===== config.mk =====
export PLATFORM = sky130hd
export DESIGN_NAME = softmax_cross_entropy
export DESIGN_NICKNAME = d
export VERILOG_FILES = /design/src/sce_pkg.sv /design/src/sce_div.sv /design/src/softmax_cross_entropy.sv
export SDC_FILE = /design/constraint.sdc
export NUM_CORES = 2
export LEC_CHECK = 0
export BUFFER_PORTS_ARGS = -buffer_cell sky130_fd_sc_hd__buf_2
export CAP_MARGIN = 20
export CORE_UTILIZATION = 45
export CTS_CLUSTER_SIZE = 8
export DETAILED_ROUTE_END_ITERATION = 8
export PLACE_DENSITY = 0.66
export SLEW_MARGIN = 20
export SYNTH_ARGS = -nofsm -noshare
export SYNTH_HDL_FRONTEND = slang
export SYNTH_SLANG_ARGS = --single-unit

===== constraint.sdc =====
create_clock -name clk -period 22.6 [get_ports clk]
set_input_delay 4.52 -clock clk [delete_from_list [all_inputs] [get_ports clk]]
set_output_delay 4.52 -clock clk [all_outputs]
set_load 0.05 [all_outputs]

===== src/sce_pkg.sv =====
`timescale 1ns / 1ps

package sce_pkg;

    localparam int MAX_CLASSES = 16;
    localparam int MAX_BATCH   = 1024;

    // Register indexes of the configuration port.
    localparam logic CFG_CLASS_COUNT = 1'b0;
    localparam logic CFG_BATCH_ROWS  = 1'b1;

    // Widths of the shared divider.
    localparam int DIV_NUM_W = 34;
    localparam int DIV_DEN_W = 21;

    // ln(2) in Q0.16.
    localparam logic [31:0] LN2_Q16 = 32'd45426;

    // exp(-d) is zero from d = 12.0 in Q8.8 on.
    localparam logic [16:0] EXP_ZERO_D = 17'd3072;

    typedef struct packed {
        logic                 start;
        logic [DIV_NUM_W-1:0] dividend;
        logic [DIV_DEN_W-1:0] divisor;
    } div_req_t;

endpackage


===== src/sce_div.sv =====
`timescale 1ns / 1ps

// Restoring divider, one quotient bit per cycle.
module sce_div
    import sce_pkg::*;
(
    input  logic                 clk,
    input  logic                 rst_n,
    input  div_req_t             req,
    output logic                 done,
    output logic [DIV_NUM_W-1:0] quotient
);

    logic                 busy_reg;
    logic                 done_reg;
    logic [5:0]           cnt_reg;
    logic [DIV_NUM_W-1:0] quo_reg;
    logic [DIV_DEN_W-1:0] rem_reg;
    logic [DIV_DEN_W-1:0] den_reg;

    logic [DIV_DEN_W:0]   rem_sh;
    logic [DIV_DEN_W+1:0] diff;

    assign rem_sh = {rem_reg, quo_reg[DIV_NUM_W-1]};
    assign diff   = {1'b0, rem_sh} - {2'b00, den_reg};

    always_ff @(posedge clk or negedge rst_n)
    begin
        if (!rst_n)
        begin
            busy_reg <= 1'b0;
            done_reg <= 1'b0;
            cnt_reg  <= '0;
        end
        else
        begin
            done_reg <= 1'b0;
            if (req.start)
            begin
                busy_reg <= 1'b1;
                cnt_reg  <= '0;
            end
            else if (busy_reg)
            begin
                cnt_reg <= cnt_reg + 6'd1;
                if (cnt_reg == 6'(DIV_NUM_W - 1))
                begin
                    busy_reg <= 1'b0;
                    done_reg <= 1'b1;
                end
            end
        end
    end

    always_ff @(posedge clk)
    begin
        if (req.start)
        begin
            quo_reg <= req.dividend;
            den_reg <= req.divisor;
            rem_reg <= '0;
        end
        else if (busy_reg)
        begin
            if (!diff[DIV_DEN_W+1])
            begin
                rem_reg <= diff[DIV_DEN_W-1:0];
                quo_reg <= {quo_reg[DIV_NUM_W-2:0], 1'b1};
            end
            else
            begin
                rem_reg <= rem_sh[DIV_DEN_W-1:0];
                quo_reg <= {quo_reg[DIV_NUM_W-2:0], 1'b0};
            end
        end
    end

    assign done     = done_reg;
    assign quotient = quo_reg;

`ifndef SYNTHESIS
    a_no_restart: assert property (@(posedge clk) disable iff (!rst_n)
        req.start |-> !busy_reg)
        else $error("divider restarted while busy");
`endif

endmodule


===== src/softmax_cross_entropy.sv =====
`timescale 1ns / 1ps

// Softmax with cross-entropy loss over rows of class scores.
// Input channel: one beat carries one logit (signed Q7.8) and its one-hot
// target bit. Beats are taken only while the block loads a row; in_stall is
// high while a finished row is being processed.
// Output channel: once the row's last beat is in, the block emits one beat
// per class with the probability (Q0.16) and gradient (Q1.15). The last beat
// of a row has row_last set; the last beat of a batch also carries loss_valid
// and the batch average loss in Q8.8.
// Sequencing: loading takes a beat whenever one is offered. The row is then
// walked through one score memory and one exponential memory with registered
// reads: a read and a compare state per class for the maximum, then for the
// exponential ten series steps, the division by the step number done by a
// reciprocal multiply, and four squarings. Probability and gradient each take
// a pass of a shared divider that makes one quotient bit per cycle; a labeled
// class also takes a logarithm, and the last row of a batch adds a divider
// pass for the batch loss.
// Reset clears the counters, the loss accumulator and the configuration to
// ten classes and one row per batch. A stalled output holds its beat and the
// sequencer simply waits before loading the next one.
module softmax_cross_entropy
    import sce_pkg::*;
(
    input  logic               clk,
    input  logic               rst_n,
    input  logic               cfg_we,
    input  logic               cfg_index,
    input  logic [10:0]        cfg_data,
    input  logic               in_valid,
    output logic               in_stall,
    input  logic signed [15:0] logit,
    input  logic               target_bit,
    output logic               out_valid,
    input  logic               out_stall,
    output logic [3:0]         class_index,
    output logic [15:0]        probability,
    output logic signed [15:0] gradient,
    output logic               row_last,
    output logic               loss_valid,
    output logic [15:0]        batch_loss
);

    localparam logic [4:0] S_LOAD     = 5'd0;
    localparam logic [4:0] S_MAX_RD   = 5'd1;
    localparam logic [4:0] S_MAX_CMP  = 5'd2;
    localparam logic [4:0] S_EXP_RD   = 5'd3;
    localparam logic [4:0] S_EXP_D    = 5'd4;
    localparam logic [4:0] S_EXP_MUL  = 5'd5;
    localparam logic [4:0] S_EXP_REC  = 5'd6;
    localparam logic [4:0] S_EXP_COR  = 5'd7;
    localparam logic [4:0] S_SQ_MUL   = 5'd8;
    localparam logic [4:0] S_SQ_ACC   = 5'd9;
    localparam logic [4:0] S_EXP_WR   = 5'd10;
    localparam logic [4:0] S_OUT_RD   = 5'd11;
    localparam logic [4:0] S_P_DIVS   = 5'd12;
    localparam logic [4:0] S_P_DIVW   = 5'd13;
    localparam logic [4:0] S_G_DIVS   = 5'd14;
    localparam logic [4:0] S_G_DIVW   = 5'd15;
    localparam logic [4:0] S_LOG_INIT = 5'd16;
    localparam logic [4:0] S_LOG_MUL  = 5'd17;
    localparam logic [4:0] S_LOG_ACC  = 5'd18;
    localparam logic [4:0] S_LN_MUL   = 5'd19;
    localparam logic [4:0] S_LN_ACC   = 5'd20;
    localparam logic [4:0] S_FIN      = 5'd21;
    localparam logic [4:0] S_L_DIVS   = 5'd22;
    localparam logic [4:0] S_L_DIVW   = 5'd23;
    localparam logic [4:0] S_EMIT     = 5'd24;

    // Control state.
    logic [4:0]  state_reg;
    logic [4:0]  class_count_reg;
    logic [10:0] batch_rows_reg;
    logic [3:0]  cnt_reg;
    logic [3:0]  j_reg;
    logic [3:0]  k_reg;
    logic [3:0]  it_reg;
    logic [9:0]  row_reg;
    logic [31:0] acc_reg;
    logic        out_valid_reg;

    // Datapath registers.
    logic signed [15:0] max_reg;
    logic [31:0] t_reg;
    logic [32:0] term_reg;
    logic [33:0] sum_reg;
    logic [31:0] r_reg;
    logic [31:0] num_reg;
    logic [16:0] e_reg;
    logic [20:0] esum_reg;
    logic [15:0] p_reg;
    logic [15:0] g_reg;
    logic [3:0]  msb_reg;
    logic [15:0] m_reg;
    logic [15:0] frac_reg;
    logic [15:0] bl_reg;
    logic [64:0] prod_reg;

    logic [3:0]  class_index_reg;
    logic [15:0] probability_reg;
    logic [15:0] gradient_reg;
    logic        row_last_reg;
    logic        loss_valid_reg;
    logic [15:0] batch_loss_reg;

    // Row memories: the scores with their labels, and the exponentials.
    logic [16:0] score_mem [MAX_CLASSES];
    logic [16:0] score_rd_reg;
    logic [16:0] e_mem [MAX_CLASSES];
    logic [16:0] e_rd_reg;

    logic        load_we;
    logic [4:0]  n_eff;
    logic [10:0] rows_eff;
    logic [4:0]  cnt_inc;
    logic        is_last;
    logic        batch_done;
    logic signed [15:0] x_val;
    logic        lbl;
    logic [16:0] d_val;
    logic [20:0] esum_eff;
    logic [16:0] mag;
    logic [15:0] p_log;
    logic [3:0]  msb_val;
    logic [20:0] big;
    logic [20:0] ln_val;
    logic [32:0] acc_sum;
    logic [31:0] recip_val;
    logic [9:0]  qk_lo;
    logic [5:0]  rem_lo;
    logic [32:0] q_fix;
    logic [33:0] sum_upd;
    logic [63:0] sq_round;
    logic [32:0] e_round;
    logic [16:0] sq17;
    logic [32:0] mul_a;
    logic [31:0] mul_b;
    logic [64:0] prod_next;

    div_req_t               div_req;
    logic                   div_done;
    logic [DIV_NUM_W-1:0]   div_quo;

    // Out-of-range settings are clamped to the supported range.
    always_comb
    begin
        priority if (class_count_reg == 5'd0)
            n_eff = 5'd1;
        else if (class_count_reg > 5'(MAX_CLASSES))
            n_eff = 5'(MAX_CLASSES);
        else
            n_eff = class_count_reg;
        priority if (batch_rows_reg == 11'd0)
            rows_eff = 11'd1;
        else if (batch_rows_reg > 11'(MAX_BATCH))
            rows_eff = 11'(MAX_BATCH);
        else
            rows_eff = batch_rows_reg;
    end

    // Reciprocal of the series step, floor(2^32 / k), all ones for k = 1.
    // The scaled product lands on the quotient or one below it.
    always_comb
    begin
        unique case (k_reg)
            4'd1:    recip_val = 32'hFFFF_FFFF;
            4'd2:    recip_val = 32'h8000_0000;
            4'd3:    recip_val = 32'h5555_5555;
            4'd4:    recip_val = 32'h4000_0000;
            4'd5:    recip_val = 32'h3333_3333;
            4'd6:    recip_val = 32'h2AAA_AAAA;
            4'd7:    recip_val = 32'h2492_4924;
            4'd8:    recip_val = 32'h2000_0000;
            4'd9:    recip_val = 32'h1C71_C71C;
            4'd10:   recip_val = 32'h1999_9999;
            default: recip_val = 32'h0000_0000;
        endcase
    end

    assign load_we    = (state_reg == S_LOAD) && in_valid;
    assign cnt_inc    = {1'b0, cnt_reg} + 5'd1;
    assign is_last    = ({1'b0, j_reg} + 5'd1) >= n_eff;
    assign batch_done = ({1'b0, row_reg} + 11'd1) >= rows_eff;
    assign x_val      = score_rd_reg[15:0];
    assign lbl        = score_rd_reg[16];
    assign d_val      = {max_reg[15], max_reg} - {x_val[15], x_val};
    assign esum_eff   = (esum_reg == 21'd0) ? 21'd1 : esum_reg;
    assign mag        = lbl ? (17'h10000 - {1'b0, p_reg}) : {1'b0, p_reg};
    assign p_log      = (p_reg == 16'd0) ? 16'd1 : p_reg;
    assign big        = 21'h100000 - {1'b0, msb_reg, frac_reg};
    assign ln_val     = 21'((prod_reg[36:0] + 37'd32768) >> 16);
    assign acc_sum    = {1'b0, acc_reg} + 33'(ln_val);
    // The remainder of the estimate is below 2k, so its low bits suffice.
    assign qk_lo      = {4'd0, prod_reg[37:32]} * {6'd0, k_reg};
    assign rem_lo     = num_reg[5:0] - qk_lo[5:0];
    assign q_fix      = {1'b0, prod_reg[63:32]} + {32'd0, (rem_lo >= {2'b00, k_reg})};
    assign sum_upd    = k_reg[0] ? (sum_reg - {1'b0, q_fix})
                                 : (sum_reg + {1'b0, q_fix});
    assign sq_round   = prod_reg[63:0] + 64'h8000_0000;
    assign e_round    = {1'b0, sq_round[63:32]} + 33'd32768;
    assign sq17       = prod_reg[31:15];

    // Leading-one position of the floored probability.
    always_comb
    begin
        msb_val = 4'd0;
        for (int i = 0; i < 16; i++)
        begin
            if (p_log[i])
                msb_val = 4'(i);
        end
    end

    // One shared multiplier, its product registered for the next state.
    always_comb
    begin
        unique case (state_reg)
            S_EXP_MUL:
            begin
                mul_a = term_reg;
                mul_b = t_reg;
            end
            S_EXP_REC:
            begin
                mul_a = {1'b0, prod_reg[63:32]};
                mul_b = recip_val;
            end
            S_SQ_MUL:
            begin
                mul_a = {1'b0, r_reg};
                mul_b = r_reg;
            end
            S_LOG_MUL:
            begin
                mul_a = 33'(m_reg);
                mul_b = 32'(m_reg);
            end
            S_LN_MUL:
            begin
                mul_a = 33'(big);
                mul_b = LN2_Q16;
            end
            default:
            begin
                mul_a = '0;
                mul_b = '0;
            end
        endcase
    end

    assign prod_next = 65'(mul_a) * 65'(mul_b);

    // Divider requests from the three places that divide.
    always_comb
    begin
        div_req = '0;
        unique case (state_reg)
            S_P_DIVS:
            begin
                div_req.start    = 1'b1;
                div_req.dividend = {1'b0, e_rd_reg, 16'd0} + 34'(esum_eff[20:1]);
                div_req.divisor  = esum_eff;
            end
            S_G_DIVS:
            begin
                div_req.start    = 1'b1;
                div_req.dividend = 34'(mag) + 34'(rows_eff);
                div_req.divisor  = 21'({rows_eff, 1'b0});
            end
            S_L_DIVS:
            begin
                div_req.start    = 1'b1;
                div_req.dividend = 34'(acc_reg) + 34'({rows_eff, 7'd0});
                div_req.divisor  = 21'({rows_eff, 8'd0});
            end
            default:
            begin
                div_req = '0;
            end
        endcase
    end

    sce_div u_div (
        .clk      (clk),
        .rst_n    (rst_n),
        .req      (div_req),
        .done     (div_done),
        .quotient (div_quo)
    );

    // Memories. The score row is written only while loading and read for use only after, and the
    // exponentials only in their write state, so a used read never meets a write to the same entry.
    always_ff @(posedge clk)
    begin
        if (load_we)
            score_mem[cnt_reg] <= {target_bit, logit};
        score_rd_reg <= score_mem[j_reg];
        if (state_reg == S_EXP_WR)
            e_mem[j_reg] <= e_reg;
        e_rd_reg <= e_mem[j_reg];
    end

    // Sequencer and control state.
    always_ff @(posedge clk or negedge rst_n)
    begin
        if (!rst_n)
        begin
            state_reg       <= S_LOAD;
            class_count_reg <= 5'd10;
            batch_rows_reg  <= 11'd1;
            cnt_reg         <= '0;
            j_reg           <= '0;
            k_reg           <= '0;
            it_reg          <= '0;
            row_reg         <= '0;
            acc_reg         <= '0;
            out_valid_reg   <= 1'b0;
        end
        else
        begin
            if (cfg_we)
            begin
                unique case (cfg_index)
                    CFG_CLASS_COUNT: class_count_reg <= cfg_data[4:0];
                    CFG_BATCH_ROWS:  batch_rows_reg  <= cfg_data;
                    default:         class_count_reg <= class_count_reg;
                endcase
            end

            // The output slot fills in the emit state whenever it is free or
            // its beat leaves at this edge; otherwise a taken beat empties it.
            if (state_reg == S_EMIT && (!out_valid_reg || !out_stall))
                out_valid_reg <= 1'b1;
            else if (out_valid_reg && !out_stall)
                out_valid_reg <= 1'b0;

            unique case (state_reg)
                S_LOAD:
                begin
                    if (in_valid)
                    begin
                        if (cnt_inc >= n_eff)
                        begin
                            cnt_reg   <= '0;
                            j_reg     <= '0;
                            state_reg <= S_MAX_RD;
                        end
                        else
                        begin
                            cnt_reg <= cnt_inc[3:0];
                        end
                    end
                end
                S_MAX_RD:
                    state_reg <= S_MAX_CMP;
                S_MAX_CMP:
                begin
                    if (is_last)
                    begin
                        j_reg     <= '0;
                        state_reg <= S_EXP_RD;
                    end
                    else
                    begin
                        j_reg     <= j_reg + 4'd1;
                        state_reg <= S_MAX_RD;
                    end
                end
                S_EXP_RD:
                    state_reg <= S_EXP_D;
                S_EXP_D:
                begin
                    k_reg <= 4'd1;
                    if (d_val == 17'd0 || d_val >= EXP_ZERO_D)
                        state_reg <= S_EXP_WR;
                    else
                        state_reg <= S_EXP_MUL;
                end
                S_EXP_MUL:
                    state_reg <= S_EXP_REC;
                S_EXP_REC:
                    state_reg <= S_EXP_COR;
                S_EXP_COR:
                begin
                    if (k_reg == 4'd10)
                    begin
                        it_reg    <= '0;
                        state_reg <= S_SQ_MUL;
                    end
                    else
                    begin
                        k_reg     <= k_reg + 4'd1;
                        state_reg <= S_EXP_MUL;
                    end
                end
                S_SQ_MUL:
                    state_reg <= S_SQ_ACC;
                S_SQ_ACC:
                begin
                    it_reg <= it_reg + 4'd1;
                    if (it_reg == 4'd3)
                        state_reg <= S_EXP_WR;
                    else
                        state_reg <= S_SQ_MUL;
                end
                S_EXP_WR:
                begin
                    if (is_last)
                    begin
                        j_reg     <= '0;
                        state_reg <= S_OUT_RD;
                    end
                    else
                    begin
                        j_reg     <= j_reg + 4'd1;
                        state_reg <= S_EXP_RD;
                    end
                end
                S_OUT_RD:
                    state_reg <= S_P_DIVS;
                S_P_DIVS:
                    state_reg <= S_P_DIVW;
                S_P_DIVW:
                begin
                    if (div_done)
                        state_reg <= S_G_DIVS;
                end
                S_G_DIVS:
                    state_reg <= S_G_DIVW;
                S_G_DIVW:
                begin
                    if (div_done)
                        state_reg <= lbl ? S_LOG_INIT : S_FIN;
                end
                S_LOG_INIT:
                begin
                    it_reg    <= '0;
                    state_reg <= S_LOG_MUL;
                end
                S_LOG_MUL:
                    state_reg <= S_LOG_ACC;
                S_LOG_ACC:
                begin
                    it_reg <= it_reg + 4'd1;
                    if (it_reg == 4'd15)
                        state_reg <= S_LN_MUL;
                    else
                        state_reg <= S_LOG_MUL;
                end
                S_LN_MUL:
                    state_reg <= S_LN_ACC;
                S_LN_ACC:
                begin
                    acc_reg   <= acc_sum[32] ? 32'hFFFF_FFFF : acc_sum[31:0];
                    state_reg <= S_FIN;
                end
                S_FIN:
                    state_reg <= (is_last && batch_done) ? S_L_DIVS : S_EMIT;
                S_L_DIVS:
                    state_reg <= S_L_DIVW;
                S_L_DIVW:
                begin
                    if (div_done)
                        state_reg <= S_EMIT;
                end
                S_EMIT:
                begin
                    if (!out_valid_reg || !out_stall)
                    begin
                        if (is_last)
                        begin
                            j_reg     <= '0;
                            state_reg <= S_LOAD;
                            if (batch_done)
                            begin
                                row_reg <= '0;
                                acc_reg <= '0;
                            end
                            else
                            begin
                                row_reg <= row_reg + 10'd1;
                            end
                        end
                        else
                        begin
                            j_reg     <= j_reg + 4'd1;
                            state_reg <= S_OUT_RD;
                        end
                    end
                end
                default:
                    state_reg <= S_LOAD;
            endcase
        end
    end

    // Arithmetic datapath.
    always_ff @(posedge clk)
    begin
        prod_reg <= prod_next;
        unique case (state_reg)
            S_MAX_CMP:
            begin
                if (j_reg == 4'd0 || x_val > max_reg)
                    max_reg <= x_val;
                esum_reg <= '0;
            end
            S_EXP_D:
            begin
                t_reg    <= {d_val[11:0], 20'd0};
                term_reg <= 33'h1_0000_0000;
                sum_reg  <= 34'h1_0000_0000;
                if (d_val == 17'd0)
                    e_reg <= 17'h10000;
                else
                    e_reg <= '0;
            end
            S_EXP_REC:
                num_reg <= prod_reg[63:32];
            S_EXP_COR:
            begin
                term_reg <= q_fix;
                sum_reg  <= sum_upd;
                r_reg    <= (sum_upd[33:32] != 2'd0) ? 32'hFFFF_FFFF
                                                     : sum_upd[31:0];
            end
            S_SQ_ACC:
            begin
                r_reg <= sq_round[63:32];
                e_reg <= e_round[32:16];
            end
            S_EXP_WR:
                esum_reg <= esum_reg + 21'(e_reg);
            S_P_DIVW:
                p_reg <= (div_quo[33:16] != '0) ? 16'hFFFF : div_quo[15:0];
            S_G_DIVW:
            begin
                if (lbl)
                    g_reg <= (div_quo[33:15] != '0) ? 16'h8000 : (16'd0 - div_quo[15:0]);
                else
                    g_reg <= (div_quo[33:15] != '0) ? 16'h7FFF : div_quo[15:0];
            end
            S_LOG_INIT:
            begin
                msb_reg  <= msb_val;
                m_reg    <= p_log << (4'd15 - msb_val);
                frac_reg <= '0;
            end
            S_LOG_ACC:
            begin
                if (sq17[16])
                begin
                    m_reg    <= sq17[16:1];
                    frac_reg <= {frac_reg[14:0], 1'b1};
                end
                else
                begin
                    m_reg    <= sq17[15:0];
                    frac_reg <= {frac_reg[14:0], 1'b0};
                end
            end
            S_L_DIVW:
                bl_reg <= (div_quo[33:16] != '0) ? 16'hFFFF : div_quo[15:0];
            S_EMIT:
            begin
                if (!out_valid_reg || !out_stall)
                begin
                    class_index_reg <= j_reg;
                    probability_reg <= p_reg;
                    gradient_reg    <= g_reg;
                    row_last_reg    <= is_last;
                    loss_valid_reg  <= is_last && batch_done;
                    batch_loss_reg  <= (is_last && batch_done) ? bl_reg : 16'd0;
                end
            end
            default:
                max_reg <= max_reg;
        endcase
    end

    assign in_stall    = (state_reg != S_LOAD);
    assign out_valid   = out_valid_reg;
    assign class_index = class_index_reg;
    assign probability = probability_reg;
    assign gradient    = gradient_reg;
    assign row_last    = row_last_reg;
    assign loss_valid  = loss_valid_reg;
    assign batch_loss  = batch_loss_reg;

`ifndef SYNTHESIS
    a_loss_on_row_end: assert property (@(posedge clk) disable iff (!rst_n)
        out_valid |-> (!loss_valid || row_last))
        else $error("loss beat is not the last beat of a row");

    a_div_done_waited: assert property (@(posedge clk) disable iff (!rst_n)
        div_done |-> (state_reg == S_P_DIVW || state_reg == S_G_DIVW ||
                      state_reg == S_L_DIVW))
        else $error("divider finished with no state waiting for it");

    a_emit_free_slot: assert property (@(posedge clk) disable iff (!rst_n)
        (state_reg == S_EMIT && !out_valid_reg) |=> out_valid_reg)
        else $error("free output slot not filled");
`endif

endmodule


# Word level (Yosys, flattened, before mapping)
# Memory sizes are Yosys's and may differ from the RTL's. A register that Yosys moved wholly into a read port is not among the register bits.
# Index checks and enable logic that the tools add are counted.
# W data, S select, Z words.
[classes] add_sub_neg=26 n_mul=2 div_mod_pow=0 order_cmp=8 n_eq_ne=38 n_shift=1 mux=91 bitwise=1 n_reduce_logical=43
[op_table] op="$pmux W56 S3" n=1
[op_table] op="$pmux W33 S5" n=1
[op_table] op="$mux W32" n=5
[op_table] op="$pmux W32 S5" n=1
[op_table] op="$pmux W32 S2" n=2
[op_table] op="$pmux W5 S25" n=1
[op_table] op="$mux W4" n=26
[op_table] op="$mux W34" n=3
[op_table] op="$mux W16" n=6
[op_table] op="$pmux W34 S2" n=1
[op_table] op="$pmux W33 S2" n=1
[op_table] op="$add A64 B32 Y64 const B" n=1
[op_table] op="$mul A33 B32 Y64" n=1
[op_table] op="$pmux W16 S2" n=2
[op_table] op="$eq A5 B5 Y1 const B" n=9
[op_table] op="$mux W21" n=2
[op_table] op="$pmux W21 S2" n=1
[op_table] op="$eq A5 B4 Y1 const B" n=8
[op_table] op="$mux W5" n=8
[op_table] op="$add A37 B16 Y37 const B" n=1
[op_table] op="$add A33 B20 Y34" n=1
[op_table] op="$add A34 B33 Y34" n=1
[op_table] op="$mux W17" n=2
[op_table] op="$pmux W17 S2" n=1
[op_table] op="other kinds (64)" n=124
[totals] register_bits=537 latchBits=0 ramBits=544 romBits=512 in_bits=34 output_inout_bits=56 wordCells=250 n_memories=3
[memory_table] memory="(no name shown)" depth=16 width=32 rd=1 rd_ports_with_merged_regs=0 wr=0 line_no="softmax_cross_entropy.sv:165" source="unique case (k_reg)"
[memory_table] memory="e_mem" depth=16 width=17 rd=1 rd_ports_with_merged_regs=1 wr=1 line_no="softmax_cross_entropy.sv:109" source="logic [16:0] e_mem [MAX_CLASSES];"
[memory_table] memory="score_mem" depth=16 width=17 rd=1 rd_ports_with_merged_regs=1 wr=1 line_no="softmax_cross_entropy.sv:107" source="logic [16:0] score_mem [MAX_CLASSES];"

# Longest topological paths before layout
[depth] ltp_word=20 depth_mapped=41 mapped_depth_nobuf=36

# By module
# From an unflattened synthesis, not the netlist that was laid out.
[unflattened] hier_cells=8150 area_unflattened_um2=87968.1
[modules_own_cells] module="softmax_cross_entropy" n_inst=1 cells_each=7755 area_per_inst_um2=83421.3 seq_area_each_um2=29281.8
[modules_own_cells] module="sce_div" n_inst=1 cells_each=395 area_per_inst_um2=4546.9 seq_area_each_um2=2272.2

# Least setup slack after synthesis
# Ideal clock, no wire load.
[synth_path] path_kind="flip-flop to flip-flop" startpoint="register state_reg[0]" endpoint="register prod_reg[61]" setup_time_ps=119 arrival_time_ps=9186 t_required_ps=22481 setup_slack_ps=13296 path_stages_with_launch=38 path_buffers=5 period_less_slack_ps=9304 cell_sequence="dfrtp_1 buf_2 nor3b_1 nand2_2 inv_2 clkbuf_1 buf_1 clkbuf_1 a221o_1 clkbuf_1 nand2_1 fa_1 inv_1 fa_1 inv_1 fa_1 fa_1 inv_1 (+2 left out) fa_1 inv_1 fa_1 inv_1 fa_1 inv_1 ha_1 a21oi_1 o21ai_0 a211oi_1 o31ai_1 and2_1 o311ai_2 a31oi_1 o21ai_0 o21ai_2 a31oi_1 xnor2_1"
[synth_between] elab_chain_len=3 elab_cells_between_ends=8 cone_classes="mul: 1; eq/ne: 5; mux: 2"
[synth_rtl] element="start: declaration" line_no="softmax_cross_entropy.sv:71" source="logic [4:0] state_reg;"
[synth_rtl] element="start signal: assignment" line_no="softmax_cross_entropy.sv:433" source="state_reg <= lbl ? S_LOG_INIT : S_FIN;"
[synth_rtl] element="$eq A5 B5 Y1, or another cell as far along" line_no="softmax_cross_entropy.sv:217" source="unique case (state_reg)"
[synth_rtl] element="$pmux W33 S5 / $pmux W32 S5 (equally long branches)" line_no="softmax_cross_entropy.sv:217"
[synth_rtl] element="$mul A33 B32 Y64 (*)" line_no="softmax_cross_entropy.sv:251" source="assign prod_next = 65'(mul_a) * 65'(mul_b);"
[synth_rtl] element="net prod_next[61]" line_no="softmax_cross_entropy.sv:138" source="logic [64:0] prod_next;"
[synth_rtl] element="end signal: assignment" line_no="softmax_cross_entropy.sv:500" source="prod_reg <= prod_next;"
[synth_rtl] element="end: declaration" line_no="softmax_cross_entropy.sv:97" source="logic [64:0] prod_reg;"
# The timed path passes the listed nets; every way through them passes the cells marked *.
# A chain may end at the register's enable or synchronous reset.

# Worst setup path after layout
[layout_path] startpoint="register state_reg[2]" endpoint="register prod_reg[61]"
# Same word-level chain as after synthesis.

==> report_table.html <==
<table>
<tr><th>Metric</th><th>Value</th></tr>
<tr><th colspan="2">Die</th></tr>
<tr><td>Die X</td><td>443 um</td></tr>
<tr><td>Placeable core region</td><td>0.193 mm2</td></tr>
<tr><td>Chip height</td><td>443 um</td></tr>
<tr><td>Row count</td><td>161</td></tr>
<tr><td>Overall die area</td><td>0.197 mm2</td></tr>
<tr><td>I/O pin count</td><td>90</td></tr>
<tr><td>Initial standard-cell utilization of the core</td><td>45.4%</td></tr>
<tr><th colspan="2">CTS</th></tr>
<tr><td>Clock Pin Slew Worst Setup and Hold Paths</td><td>0.06 ns</td></tr>
<tr><td>Maximum buffer depth of the clock tree</td><td>3</td></tr>
<tr><td>Clock latency reported for the late side of the worst-skew pair</td><td>0.80 ns</td></tr>
<tr><td>Number of clock buffers inserted by TritonCTS</td><td>157</td></tr>
<tr><td>H-tree level count</td><td>4</td></tr>
<tr><td>Buffers inserted by post-CTS timing repair</td><td>0</td></tr>
<tr><td>Count of hold-fix buffers inserted at cts</td><td>0</td></tr>
<tr><td>Gates resized, CTS repair</td><td>0</td></tr>
<tr><td>TritonCTS clock tree</td><td>built</td></tr>
<tr><td>Clock root buffer master</td><td>clkbuf_16</td></tr>
<tr><td>Number of clock sinks</td><td>1100</td></tr>
<tr><th colspan="2">Timing</th></tr>
<tr><td>Setup-failing EPs final</td><td>0</td></tr>
<tr><td>RSZ-0062 raised after global routing</td><td>false</td></tr>
<tr><td>Headroom to the max-slew limit</td><td>18.9%</td></tr>
<tr><td>Highest Clock Rate</td><td>84.8 MHz</td></tr>
<tr><td>Period minus WS final</td><td>11.79 ns</td></tr>
<tr><td>Tightest hold margin</td><td>0.419 ns</td></tr>
<tr><td>Final Max Slew Viols</td><td>0</td></tr>
<tr><td>Final-report hold violation count</td><td>0</td></tr>
<tr><td>Share of the clock period used by the worst path</td><td>52.2%</td></tr>
<tr><td>Final setup TNS</td><td>0 ns</td></tr>
<tr><td>Worst slew pin tran</td><td>1.22 ns</td></tr>
<tr><td>Setup Skew</td><td>0.0712 ns</td></tr>
<tr><th colspan="2">Synth</th></tr>
<tr><td>Fraction of synthesized cell area taken by the top area cell type</td><td>31.1%</td></tr>
<tr><td>Number of flops mapped to enable cells by yosys</td><td>908</td></tr>
<tr><td>Top cell types by occurrence after synthesis</td><td>1177 x inv_1, 1003 x nand2_1, 940 x fa_1, 908 x edfxtp_1, 726 x nor2_1</td></tr>
<tr><td>Main flop type after synthesis</td><td>edfxtp_1</td></tr>
<tr><td>Most frequently used cell type in the post-synthesis netlist</td><td>inv_1</td></tr>
<tr><td>Register bit total from synthesis</td><td>1100</td></tr>
<tr><td>Yosys top cell by area</td><td>edfxtp_1</td></tr>
<tr><td>Sequential area share after synthesis</td><td>36.0%</td></tr>
<tr><td>Post-Syn Area</td><td>0.0876 mm2</td></tr>
<tr><td>Number of instances in the synthesized netlist</td><td>8148</td></tr>
<tr><td>Async set or reset register ratio after synthesis</td><td>8.00%</td></tr>
<tr><td>Largest cells by area after synthesis</td><td>edfxtp_1 31%, fa_1 21%, ha_1 6.4%, inv_1 5.0%, mux4_2 4.4%</td></tr>
<tr><td>Average footprint of a synthesized cell</td><td>10.8 um2</td></tr>
<tr><td>Count of synthesis-stage warnings from yosys</td><td>0</td></tr>
<tr><td>Count of cell types in the netlist</td><td>109</td></tr>
<tr><th colspan="2">Routing</th></tr>
<tr><td>Via-to-Cell Ratio</td><td>5.84</td></tr>
<tr><td>DRC violation total after the first TritonRoute iteration</td><td>6270</td></tr>
<tr><td>Antenna Nets Post-Route</td><td>0</td></tr>
<tr><td>Post-detailed-routing wire length</td><td>276000 um</td></tr>
<tr><td>Number of design rule violations left after detail routing</td><td>0</td></tr>
<tr><td>Post-DR wirelength/cell</td><td>25.5 um</td></tr>
<tr><td>Vias</td><td>63224</td></tr>
<tr><td>First drt pass iteration count</td><td>6</td></tr>
<tr><th colspan="2">Global routing</th></tr>
<tr><td>Largest net degree at the start of global routing</td><td>71</td></tr>
<tr><td>GR Util All Layers</td><td>28.1%</td></tr>
<tr><td>Via count of the first global-routing pass</td><td>64965</td></tr>
<tr><td>Grt met1 use</td><td>36.6%</td></tr>
<tr><td>Final global-route overflow total</td><td>0</td></tr>
<tr><td>Met3 usage in global routing</td><td>5.74%</td></tr>
<tr><td>Global-route wire length before repair</td><td>412000 um</td></tr>
<tr><td>Layer with the highest usage</td><td>met2</td></tr>
<tr><td>Number of antenna violations at the first check in global routing</td><td>12</td></tr>
<tr><td>Met2 layer usage reported by global route</td><td>44.8%</td></tr>
<tr><th colspan="2">Min path</th></tr>
<tr><td>Path class of the lowest-slack min-delay path</td><td>reg2reg</td></tr>
<tr><th colspan="2">Power</th></tr>
<tr><td>Worst IR drop on VDD</td><td>0.0778 mV</td></tr>
<tr><td>Total power after layout</td><td>12.5 mW</td></tr>
<tr><td>Leakage power total</td><td>39.8 nW</td></tr>
<tr><td>Power density normalized to cell area</td><td>130 mW/mm2</td></tr>
<tr><th colspan="2">Worst setup path</th></tr>
<tr><td>Top cell by count, worst path</td><td>fa_1</td></tr>
<tr><td>Crit Path Category</td><td>reg2reg</td></tr>
<tr><td>Data required time at the worst endpoint</td><td>23.24 ns</td></tr>
<tr><td>Worst setup EP type</td><td>flop</td></tr>
<tr><td>Worst endpoint data arrival time</td><td>12.43 ns</td></tr>
<tr><td>Crit start category</td><td>flop</td></tr>
<tr><td>Highest cell delay on the worst timing path</td><td>0.90 ns</td></tr>
<tr><td>Maximum fanout count along the critical path</td><td>46</td></tr>
<tr><td>Max stage delay cell, worst path</td><td>or3b_2</td></tr>
<tr><th colspan="2">Cells and area</th></tr>
<tr><td>Share of final-layout standard cells stronger than drive strength 1</td><td>9.53%</td></tr>
<tr><td>Total area of multi-input combinational cells</td><td>0.0504 mm2</td></tr>
<tr><td>Fill count</td><td>17026</td></tr>
<tr><td>Post-layout nets</td><td>9607</td></tr>
<tr><td>Area growth from synthesis to final layout</td><td>9.69%</td></tr>
<tr><td>Combined flip-flop and latch cell area</td><td>0.0316 mm2</td></tr>
<tr><th colspan="2">Placed design</th></tr>
<tr><td>Final estimated routing congestion in global placement</td><td>0.984</td></tr>
<tr><td>PortBufs</td><td>89</td></tr>
<tr><td>Post-DP HPWL</td><td>198000 um</td></tr>
<tr><th colspan="2">Status</th></tr>
<tr><td>Outcome</td><td>finished clean</td></tr>
<tr><th colspan="2">Job</th></tr>
<tr><td>Maximum Capacitance Violations</td><td>0</td></tr>
</table>
==> final timing paths <==
path,from,cells after the start,slack (ns),endpoint
hold reg to reg,g_reg[13]$_DFFE_PN_,0,0.42,gradient[13]$_DFFE_PP_
max in group asynchronous,rst_n,2,17.62,j_reg[1]$_DFFE_PN0P_
min in group asynchronous,rst_n,1,3.78,batch_rows_reg[5]$_DFFE_PN0P_
setup / recovery,state_reg[2]$_DFFE_PN0P_,35,10.81,prod_reg[61]$_DFF_P_
setup reg to reg,state_reg[2]$_DFFE_PN0P_,35,10.81,prod_reg[61]$_DFF_P_
hold / removal,g_reg[13]$_DFFE_PN_,0,0.42,gradient[13]$_DFFE_PP_
==> layout make-up <==
| class | instances | area share (%) |
|---|---|---|
| Multi-Input combinational cell | 5475 | 52.4 |
| Clock buffer | 261 | 4.55 |
| Inverter | 1178 | 4.60 |
| Tap cell | 2526 | 3.29 |
| Sequential cell | 1100 | 32.8 |
| Clock inverter | 16 | 0.367 |
| Antenna cell | 5 | 0.0130 |
| Timing Repair Buffer | 273 | 1.93 |
==> worst max-delay path, delay by kind of cell (launching register included) <==
family / cells / cell delay [ns]
buffers and inverters: 9 / 0.92
adder cells (fa/ha/maj): 9 / 4.34
AND/OR/NAND/NOR: 6 / 2.30
flip-flops: 1 / 0.79
XOR/XNOR: 1 / 0.15
AO/OA/AOI/OAI: 10 / 3.06
==> routing by layer <==
| metal | routed length, um | vias up |
|---|---|---|
| met3 | 25500 | 770 |
| met2 | 128000 | 3224 |
| li1 | - | 27231 |
| met1 | 108000 | 31991 |
| met5 | 56 | - |
| met4 | 15100 | 8 |
==> cell families (layout without fill, tap and decap cells) <==
group	Yosys count	in the layout	synth area share [%]
fa+ha+maj	1388	1388	27.9
buf+inv	1591	1728	6.95
other cells	2	25	0.00857
flops	1100	1100	36.0
compound gates	1057	1057	8.09
simple gates	2411	2411	12.3
xor+xnor	373	373	3.74
mux	226	226	5.03
==> power breakdown <==
| group | switching (mW) | internal, mW |
|---|---|---|
| clock | 0.916 | 1.33 |
| combinational | 4.67 | 2.53 |
| sequential | 0.433 | 2.64 |
==> metrics by stage <==
step | cell area, um2 | util, % | setup slack (ns) | cells
final | 96100 | 49.8 | 10.81 | 10834
after CTS | 96100 | 49.8 | 11.09 | 10829
after floorplan | 87700 | - | 13.30 | 8166
after detailed placement | 91400 | 47.4 | 11.18 | 10552
after global routing | 96100 | 49.8 | 10.31 | 10831
after global placement | 91300 | 47.3 | 11.31 | 10547
==> placed cells by master (no fill, tap or decap), drive strengths merged, types with 29 or more instances in the layout <==
| master | n |
|---|---|
| inv | 1181 |
| nand2 | 1004 |
| fa | 940 |
| edfxtp | 908 |
| nor2 | 727 |
| ha | 448 |
| buf | 273 |
| clkbuf | 261 |
| a21oi | 259 |
| o21ai | 239 |
| xnor2 | 226 |
| mux4 | 170 |
| xor2 | 147 |
| and2 | 117 |
| dfxtp | 104 |
| nand3 | 104 |
| a21o | 88 |
| dfrtp | 85 |
| nor3 | 83 |
| nand2b | 67 |
| a22oi | 63 |
| and3 | 62 |
| nand4 | 50 |
| a31oi | 49 |
| nor2b | 45 |
| a211oi | 41 |
| a22o | 39 |
| mux2i | 38 |
| nor4 | 36 |
| o21a | 32 |
| or3 | 30 |
| a221oi | 30 |
| o22ai | 29 |
Power figures use the tool's default switching activity.
